`src/hw/rtl/prbs32fc_pkg.sv`:
```
// ----------------------------------------------------------------------------
// prbs32fc_pkg
// Shared types, constants and the LFSR step function of the PRBS32 fragment
// checker.
// ----------------------------------------------------------------------------
package prbs32fc_pkg;

  // One request on the input channel: a word of the bank stream.
  typedef struct packed {
    logic [31:0] data_word;
    logic        last_of_bank;
  } in_item_t;

  // One request on the result channel.
  typedef struct packed {
    logic        checked;
    logic        mismatch;
    logic        type_error;
    logic [31:0] error_count;
    logic        bank_done;
  } out_item_t;

  // Fragment type field in word 1 of a fragment.
  localparam int unsigned TYPE_LSB    = 8;
  localparam int unsigned TYPE_W      = 6;
  localparam logic [5:0]  TYPE_UINT32 = 6'h01;

  // Seed position register.
  localparam logic [7:0]  SEED_RESET  = 8'd5;
  localparam logic [7:0]  MIN_SEED    = 8'd2;

  // Word positions with a fixed meaning inside a fragment.
  localparam logic [31:0] POS_HEADER  = 32'd0;
  localparam logic [31:0] POS_TYPE    = 32'd1;

  localparam logic [31:0] COUNT_MAX   = 32'hFFFF_FFFF;

  // One step of the Fibonacci LFSR: taps 31, 6, 2 and 1, shifted left,
  // with the feedback entering bit 0.
  function automatic logic [31:0] prbs_next(input logic [31:0] x);
    logic fb;
    fb = x[31] ^ x[6] ^ x[2] ^ x[1];
    return {x[30:0], fb};
  endfunction

endpackage

```
`src/hw/rtl/prbs32fc_in_stage.sv`:
```
// ----------------------------------------------------------------------------
// prbs32fc_in_stage
// Input register: holds one accepted word until the checker core takes it.
// ----------------------------------------------------------------------------
module prbs32fc_in_stage (
  input  logic                   clk,
  input  logic                   rst_n,
  input  logic                   in_valid,
  output logic                   in_ready,
  input  prbs32fc_pkg::in_item_t in_item,
  input  logic                   take,
  output logic                   held_valid,
  output prbs32fc_pkg::in_item_t held_item
);
  import prbs32fc_pkg::*;

  logic     vld_r;
  logic     vld_nxt;
  in_item_t item_r;

  // The register is free when empty or when its request moves on this cycle.
  assign in_ready = !vld_r || take;

  always_comb begin
    vld_nxt = vld_r;
    if (in_ready) begin
      vld_nxt = in_valid;
    end
  end

  always_ff @(posedge clk) begin
    if (!rst_n) begin
      vld_r <= 1'b0;
    end else begin
      vld_r <= vld_nxt;
    end
  end

  // Payload register; no reset needed.
  always_ff @(posedge clk) begin
    if (in_valid && in_ready) begin
      item_r <= in_item;
    end
  end

  assign held_valid = vld_r;
  assign held_item  = item_r;

endmodule

```
`src/hw/rtl/prbs32fc_core.sv`:
```
// ----------------------------------------------------------------------------
// prbs32fc_core
// Fragment tracking, type check, LFSR prediction and the per-bank mismatch
// count. Forms one result for each word it is stepped with.
// ----------------------------------------------------------------------------
module prbs32fc_core (
  input  logic                    clk,
  input  logic                    rst_n,
  input  logic                    cfg_we,
  input  logic [7:0]              cfg_wdata,
  input  logic                    step,
  input  prbs32fc_pkg::in_item_t  item,
  output prbs32fc_pkg::out_item_t result
);
  import prbs32fc_pkg::*;

  logic [7:0]  seed_r;
  logic [31:0] pos_r,   pos_nxt;
  logic [31:0] hdr_r,   hdr_nxt;
  logic [31:0] exp_r,   exp_nxt;
  logic [31:0] tot_r,   tot_nxt;
  logic        bad_r,   bad_nxt;

  logic [7:0]  seed_eff;
  logic [31:0] seed_pos;
  logic [31:0] pred;
  logic [5:0]  frag_type;
  logic [32:0] pos_inc;
  logic        checked;
  logic        miss;
  logic        terr;

  // Seed positions below the first payload word act as the first payload word.
  assign seed_eff  = (seed_r < MIN_SEED) ? MIN_SEED : seed_r;
  assign seed_pos  = {24'd0, seed_eff};
  assign pred      = prbs_next(exp_r);
  assign frag_type = item.data_word[TYPE_LSB +: TYPE_W];
  assign pos_inc   = {1'b0, pos_r} + 33'd1;

  // Next state and result for the word in hand.
  always_comb begin
    hdr_nxt = hdr_r;
    exp_nxt = exp_r;
    tot_nxt = tot_r;
    bad_nxt = bad_r;
    checked = 1'b0;
    miss    = 1'b0;
    terr    = 1'b0;

    if (pos_r == POS_HEADER) begin
      // Header: the word holds the fragment length minus one.
      hdr_nxt = item.data_word;
      bad_nxt = 1'b0;
    end else if (pos_r == POS_TYPE) begin
      bad_nxt = (frag_type != TYPE_UINT32);
      terr    = bad_nxt;
    end else if (!bad_r) begin
      if (pos_r == seed_pos) begin
        exp_nxt = item.data_word;
      end else if (pos_r > seed_pos) begin
        exp_nxt = pred;
        checked = 1'b1;
        if (pred != item.data_word) begin
          miss = 1'b1;
          if (tot_r != COUNT_MAX) begin
            tot_nxt = tot_r + 32'd1;
          end
        end
      end
    end

    // Wrap to the next header once the fragment length is used up.
    if (pos_inc > {1'b0, hdr_nxt}) begin
      pos_nxt = POS_HEADER;
    end else begin
      pos_nxt = pos_inc[31:0];
    end

    result.checked     = checked;
    result.mismatch    = miss;
    result.type_error  = terr;
    result.error_count = tot_nxt;
    result.bank_done   = item.last_of_bank;

    // Bank end drops any partial fragment and clears the count.
    if (item.last_of_bank) begin
      pos_nxt = '0;
      hdr_nxt = '0;
      exp_nxt = '0;
      tot_nxt = '0;
      bad_nxt = 1'b0;
    end
  end

  // Seed position register.
  always_ff @(posedge clk) begin
    if (!rst_n) begin
      seed_r <= SEED_RESET;
    end else if (cfg_we) begin
      seed_r <= cfg_wdata;
    end
  end

  // Checker state advances once per word.
  always_ff @(posedge clk) begin
    if (!rst_n) begin
      pos_r <= '0;
      hdr_r <= '0;
      exp_r <= '0;
      tot_r <= '0;
      bad_r <= 1'b0;
    end else if (step) begin
      pos_r <= pos_nxt;
      hdr_r <= hdr_nxt;
      exp_r <= exp_nxt;
      tot_r <= tot_nxt;
      bad_r <= bad_nxt;
    end
  end

endmodule

```
`src/hw/rtl/prbs32fc_out_stage.sv`:
```
// ----------------------------------------------------------------------------
// prbs32fc_out_stage
// Result register: holds a finished result until the consumer takes it.
// ----------------------------------------------------------------------------
module prbs32fc_out_stage (
  input  logic                    clk,
  input  logic                    rst_n,
  input  logic                    load,
  input  prbs32fc_pkg::out_item_t load_item,
  output logic                    can_load,
  output logic                    out_valid,
  input  logic                    out_ready,
  output prbs32fc_pkg::out_item_t out_item
);
  import prbs32fc_pkg::*;

  logic      vld_r;
  logic      vld_nxt;
  out_item_t item_r;

  // A new result may enter when the register is empty or is being drained.
  assign can_load = !vld_r || out_ready;

  always_comb begin
    vld_nxt = vld_r;
    if (load) begin
      vld_nxt = 1'b1;
    end else if (out_ready) begin
      vld_nxt = 1'b0;
    end
  end

  always_ff @(posedge clk) begin
    if (!rst_n) begin
      vld_r <= 1'b0;
    end else begin
      vld_r <= vld_nxt;
    end
  end

  always_ff @(posedge clk) begin
    if (load) begin
      item_r <= load_item;
    end
  end

  assign out_valid = vld_r;
  assign out_item  = item_r;

endmodule

```
`src/hw/rtl/prbs32_fragment_checker_unit.sv`:
```
// Flow: an accepted word waits in the input register until the result
// register can take it, and its result is then registered there.
// Throughput: one word per cycle while the consumer keeps out_ready high;
// the input and result registers form a two-entry pipeline, so one more
// word is taken while a result waits. Reset (synchronous, rst_n low): both
// registers empty, fragment and bank state cleared, seed position back to 5.
// ----------------------------------------------------------------------------
// prbs32_fragment_checker_unit
// PRBS32 checker for a bank of fragments: input register, checker core and
// result register.
// ----------------------------------------------------------------------------
module prbs32_fragment_checker_unit (
  input  logic                    clk,
  input  logic                    rst_n,
  input  logic                    in_valid,
  output logic                    in_ready,
  input  prbs32fc_pkg::in_item_t  in_item,
  output logic                    out_valid,
  input  logic                    out_ready,
  output prbs32fc_pkg::out_item_t out_item,
  input  logic                    cfg_we,
  input  logic [7:0]              cfg_wdata
);
  import prbs32fc_pkg::*;

  logic      held_valid;
  in_item_t  held_item;
  out_item_t core_result;
  logic      can_load;
  logic      step;

  // A held word is processed whenever the result register can take it.
  assign step = held_valid && can_load;

  prbs32fc_in_stage u_in_stage (
    .clk        (clk),
    .rst_n      (rst_n),
    .in_valid   (in_valid),
    .in_ready   (in_ready),
    .in_item    (in_item),
    .take       (step),
    .held_valid (held_valid),
    .held_item  (held_item)
  );

  prbs32fc_core u_core (
    .clk       (clk),
    .rst_n     (rst_n),
    .cfg_we    (cfg_we),
    .cfg_wdata (cfg_wdata),
    .step      (step),
    .item      (held_item),
    .result    (core_result)
  );

  prbs32fc_out_stage u_out_stage (
    .clk       (clk),
    .rst_n     (rst_n),
    .load      (step),
    .load_item (core_result),
    .can_load  (can_load),
    .out_valid (out_valid),
    .out_ready (out_ready),
    .out_item  (out_item)
  );

endmodule

```
`config.mk`:
```
export PLATFORM = sky130hd
export DESIGN_NAME = prbs32_fragment_checker_unit
export DESIGN_NICKNAME = d
export VERILOG_FILES = /design/src/hw/rtl/prbs32fc_pkg.sv /design/src/hw/rtl/prbs32fc_in_stage.sv /design/src/hw/rtl/prbs32fc_core.sv /design/src/hw/rtl/prbs32fc_out_stage.sv /design/src/hw/rtl/prbs32_fragment_checker_unit.sv
export SDC_FILE = /design/constraint.sdc
export NUM_CORES = 1
export LEC_CHECK = 0
export BUFFER_PORTS_ARGS = -buffer_cell sky130_fd_sc_hd__buf_4
export CORE_UTILIZATION = 55
export CTS_CLUSTER_SIZE = 12
export DETAILED_ROUTE_END_ITERATION = 7
export GPL_TIMING_DRIVEN = 0
export PLACE_DENSITY = 0.77
export RECOVER_POWER = 25
export SYNTH_ARGS = -nofsm -noshare
export SYNTH_HDL_FRONTEND = slang
export SYNTH_SLANG_ARGS = --single-unit
```
`constraint.sdc`:
```
create_clock -name clk -period 3.9 [get_ports clk]
set_input_delay 0.78 -clock clk [delete_from_list [all_inputs] [get_ports clk]]
set_output_delay 0.78 -clock clk [all_outputs]
set_load 0.05 [all_outputs]
```
Word-level counts from Yosys, hierarchy flattened
Cells that the tools add are included.
- add/subtract/negate cells: 2
- order comparisons: 3
- eq/ne operators: 8
- multiplexer cells: 26
- bitwise logic cells: 5
- reduce and logical (&&, ||, !) cells: 15
- operator list (operator ; count):
    32-bit 2-to-1 mux ; 18
    32-bit by 1-bit adder with 33-bit output (second input constant) ; 1
    33-bit by 32-bit > comparator with 1-bit output ; 1
    32-bit by 1-bit adder with 32-bit output (second input constant) ; 1
    32-bit by 1-bit == test with 1-bit output (second input constant) ; 1
    32-bit by 8-bit == test with 1-bit output ; 1
    32-bit by 8-bit > comparator with 1-bit output ; 1
    32-bit logical NOT ; 1
    32-bit != test ; 1
    32-bit != test (second input constant) ; 1
    8-bit by 2-bit < comparator with 1-bit output (second input constant) ; 1
    8-bit 2-to-1 mux ; 1
    1-bit 2-to-1 mux ; 7
    2-bit != test (second input constant) ; 3
    6-bit by 1-bit != test with 1-bit output (second input constant) ; 1
    3-bit nonzero test ; 2
    5-bit AND reduction ; 1
    5-bit OR reduction ; 1
    4-bit OR reduction ; 1
    1-bit bitwise XOR ; 3
    1-bit logical AND ; 2
    1-bit logical NOT ; 2
    1-bit logical OR ; 2
    1-bit inverter ; 2
    other kinds (3) ; 3
- register bits: 208
- input bits: 46
- output and inout bits: 38
- logic and storage cells: 74

Depth between registers and ports, before layout
- depth in word-level cells: 11
- gate-level depth with buffers: 16
- gate-level depth less buffers: 15

Cells and area by module
A second synthesis with hierarchy kept.
- cell total of the unflattened synthesis: 1128
- area, all modules: 10754.1 sq um
- modules (own cells, without submodules) (module ; times used ; cells an instance ; area each (sq um) ; sequential area each (sq um)):
    prbs32fc_core ; 1 ; 1049 ; 8569.5 ; 2742.6
    prbs32fc_out_stage ; 1 ; 40 ; 1129.8 ; 1101.1
    prbs32fc_in_stage ; 1 ; 38 ; 1048.5 ; 1011.0
    prbs32_fragment_checker_unit ; 1 ; 1 ; 6.3 ; 0.0

Worst setup path before layout
No wires, ideal clock.
- path kind: reg-to-reg
- start: register u_core.pos_r[13]
- end: register u_core.pos_r[4]
- library setup time: 74 ps
- arrival: 3810 ps
- data required time: 3826 ps
- slack: 15 ps
- cell stages (with the launch flop): 16
- path buffers: 3
- clock period less this slack: 3885 ps
- cells stage by stage: dfxtp_1 > clkbuf_1 > nor4_1 > nand2_1 > nor3_2 > nand3_1 > buf_1 > mux2i_1 > ha_1 > a211oi_1 > o21ai_0 > o311a_1 > o31ai_2 > buf_2 > nand3_1 > a31oi_1
- word-level cells in the longest chain between the ends: 5
- elaborated cells between the ends (all ways): 6
- those cells by class: add/sub (1); order compare (1); mux (3); reduce/logical (1)
- RTL lines (element ; RTL line ; text):
    start, declared ; prbs32fc_core.sv:18 ; logic [31:0] pos_r, pos_nxt;
    start signal, assigned ; prbs32fc_core.sv:113 ; pos_r <= pos_nxt;
    branches (longest 2 deep; another with 32-bit by 1-bit adder with 33-bit output) ; - ;
    33-bit by 32-bit > comparator with 1-bit output (*) ; prbs32fc_core.sv:73 ; if (pos_inc > {1'b0, hdr_nxt}) begin
    32-bit 2-to-1 mux (*) ; prbs32fc_core.sv:73 ;
    32-bit 2-to-1 mux (*) ; prbs32fc_core.sv:86 ; if (item.last_of_bank) begin
Every way passes the cells marked *.
A chain may end at the register's enable or synchronous reset.

Worst setup path in the final report
- start: register u_core.pos_r[2]
- end: register u_core.pos_r[24]
- word-level cells in the longest chain between the ends: 5
- elaborated cells between the ends (all ways): 6
- those cells by class: add/sub (1); order compare (1); mux (3); reduce/logical (1)
- RTL lines (element ; RTL line):
    branches (longest 3 deep; another with 32-bit by 1-bit adder with 33-bit output) ; -
    32-bit 2-to-1 mux (*) ; prbs32fc_core.sv:73
    32-bit 2-to-1 mux (*) ; prbs32fc_core.sv:86
Marks and branches as above.

==> qor.yml <==
avgRoutedWirePerCell_um: 18.7
critPathLaunchType: "flip-flop"
ir_worst_vdd_uv: 320
drt_iter0_drc: 721
drc: 0
swShare_pct: 23.6
p_seq_share_pct: 47.6
power_leakage_nw: 4.70
start_util_pct: 56.9
diodes: 0
run_status: "complete, but fails checks"
critPathCaptureType: "flip-flop"
r2r_cells: 15
grt_max_degree: 34
ys_ff_latch: 208
r2r_slack_ns: 0.05
fin_ws_ns: 0.0464
avgSynthCellArea_um2: 9.96
htreeDepth: 1
synth_cell_type_count: 69
critPathKind: "flip-flop to flip-flop"
worstMarginPinSlew_ns: 2.36
place_ws_ns: -1.08
hp-class: "input pin to flip-flop"
cts_buffer_depth: 3
area_growth_pct: 18.8
postSynthCellCount: 1087
syn_area_um2: 10800
grt_pass1_vias: 8592
final_nets: 1302
synth-edff-count: 69
cellInternalPower_mw: 3.76
antenna_found_initial: 0
slew_viol_final: 34
stdcell_area_um2: 12900
cts_sinks: 208
clockPowerShare_pct: 44.3
num_rows: 50
synth_common_cells: "dfxtp_1 (139), nand2_1 (80), nor2_1 (75)"
synthTopCellsByArea: "dfxtp_1 (26%), edfxtp_1 (19%), mux2i_1 (6.5%), xnor2_1 (5.3%), ha_1 (5.1%)"
core_area_um2: 19000
min_period_ns: 3.85
power_density_nw_per_um2: 383
postLayoutCoreUtil_pct: 67.6
clk_latency_ns: 0.51
async_reset_ff_share_pct: 0
dpl.hpwl_um: 19700
yosysWarnings: 0
clockRootBuffer: "clkbuf_16"
numPortBuffers: 81
worstPathArrival_ns: 4.25
cts_tree: "built"
dr.pass1.iters: 8
post_dp_cell_area_um2: 11800
globalplace.congestion: 0.989
grt_overflow_total: 0
num_vias: 9089
fin_cells: 1489
io-pin-count: 84
synth_top_flop_cell: "dfxtp_1"
min_from: "in_item[8]"
r2r_end: "u_core.pos_r[24]"
hold_depth: 1
cts-buffers-inserted: 23
p_comb_share_pct: 8.1
total_power_mw: 4.92
finalSetupViolations: 0
detail-route-antenna-nets: 0
placed_cells: 1429
yosysMostFrequentCell: "dfxtp_1"
syn_nets: 1177
synth_top_area_share_pct: 25.7
p_switching_mw: 1.16
hold_viol_final: 0
grt_first_pass_wirelength_um: 43400
required_ns: 4.29
worstPathMaxFanout: 10
track_usage_pct: 27.1
fin_crit_sh_pct: 98.8
synth_area_leader_cell: "dfxtp_1"
via_per_inst: 6.10
fp.dieH_um: 142
timing.rr.start: "u_core.pos_r[2]"
violations: "capacitance limit, slew limit"
skew_ns: 0.0125
dieWidth_um: 142
final_layout_size_suffix_gt1_share_pct: 16.6
wl_um: 27800
relSlewSlack_pct: -57.2
clkSlewWorstSetupHoldPaths_ns: 0.06
min_to: "u_in_stage.held_item[8]"
die_area_um2: 20200
maxCapViolations: 1
max_freq_mhz: 259
yosysSeqAreaShare_pct: 44.9
-- routing by layer --
metal  track usage (%)  wire length, µm  vias to the layer above
li1                  -                -                     4349
met1              33.0            11400                     4317
met2              47.9            13700                      338
met3              3.60             1580                       85
met4              12.0             1090                        0
met5                 0                0                        -
-- power by group through the flow --
stage / logic [mW] / registers [mW] / clock network, mW
3_5_place_dp: 0.391 / 2.39 / 0
5_1_grt: 0.429 / 2.35 / 2.29
2_1_floorplan: 0.195 / 2.44 / 0
6_report: 0.398 / 2.34 / 2.18
4_1_cts: 0.396 / 2.35 / 2.20
3_3_place_gp: 0.379 / 2.39 / 0
-- repair_timing --
action | CTS | global route
endpoints found under the setup margin | 32 | 32
pin swaps | 4 | 17
resized for setup | 27 | 35
gates cloned | 0 | 1
setup buffers | 5 | 15
hold buffers | 0 | 0
-- worst max path at each step --
stage,cells after the start,slack (ns),end,from
6_report,15,0.05,u_core.pos_r[24],u_core.pos_r[2]
3_5_place_dp,14,-1.08,u_core.pos_r[24],u_core.pos_r[13]
2_1_floorplan,15,0.02,u_core.pos_r[4],u_core.pos_r[13]
4_1_cts,14,0.009,u_core.pos_r[8],u_core.pos_r[0]
5_1_grt,15,-0.07,u_core.pos_r[9],u_core.pos_r[2]
3_3_place_gp,14,-0.88,u_core.pos_r[16],u_core.pos_r[13]
-- layout make-up --
class	count	area, µm²
Fill cell	1542	6160
Multi-Input combinational cell	786	5720
Sequential cell	208	4880
Timing Repair Buffer	102	757
Clock buffer	35	672
Tap cell	260	325
Buffer	68	324
Clock inverter	7	86.3
Inverter	23	86.3
-- sequential cells by signal, summed over array words and instances (netlist names) --
name / count
u_core.bad_r: 1
u_in_stage.held_item: 33
u_out_stage.out_item: 36
u_out_stage.out_valid: 1
u_core.seed_r: 8
u_in_stage.held_valid: 1
u_core.exp_r: 32
u_core.pos_r: 32
u_core.tot_r: 32
u_core.hdr_r: 32
-- cells in the final DEF (no fill, tap or decap), drive strengths merged, types with 33 or more instances in the layout --
| cell | count |
|---|---|
| edfxtp | 69 |
| nand2 | 80 |
| nor2 | 75 |
| dfxtp | 139 |
| nand3 | 47 |
| xnor2 | 65 |
| ha | 44 |
| clkbuf | 115 |
| mux2i | 70 |
| a22oi | 33 |
| buf | 90 |
-- per-stage QoR --
step                      TNS [ns]  hold WS (ns)
final                            0         0.466
after floorplan                  0         0.427
after global routing         -1.54         0.454
after CTS                        0         0.432
after global placement      -30.37         0.451
after detailed placement    -32.33         0.464
-- critical path, cell delays in order, from the launching register on --
cell      delay [ns]
dfxtp_1         0.34
clkbuf_4        0.20
nand4_1         0.24
or4_4           0.51
or2_4           0.30
and2_1          0.17
or2_4           0.26
ha_4            0.27
nand4_1         0.14
nor3_2          0.32
nand2_1         0.10
o22ai_2         0.20
o31ai_4         0.09
buf_6           0.15
clkbuf_8        0.16
a32o_1          0.27
-- cell families after synthesis --
family	after synthesis	share of synthesized area (%)
buffers and inverters	93	3.55
AO/OA/AOI/OAI	215	14.9
flip-flops	208	44.9
multiplexers	72	6.68
XOR/XNOR	93	7.53
AND/OR/NAND/NOR	362	17.4
adder cells (fa/ha/maj)	44	5.09
Power figures use the tool's default switching activity.
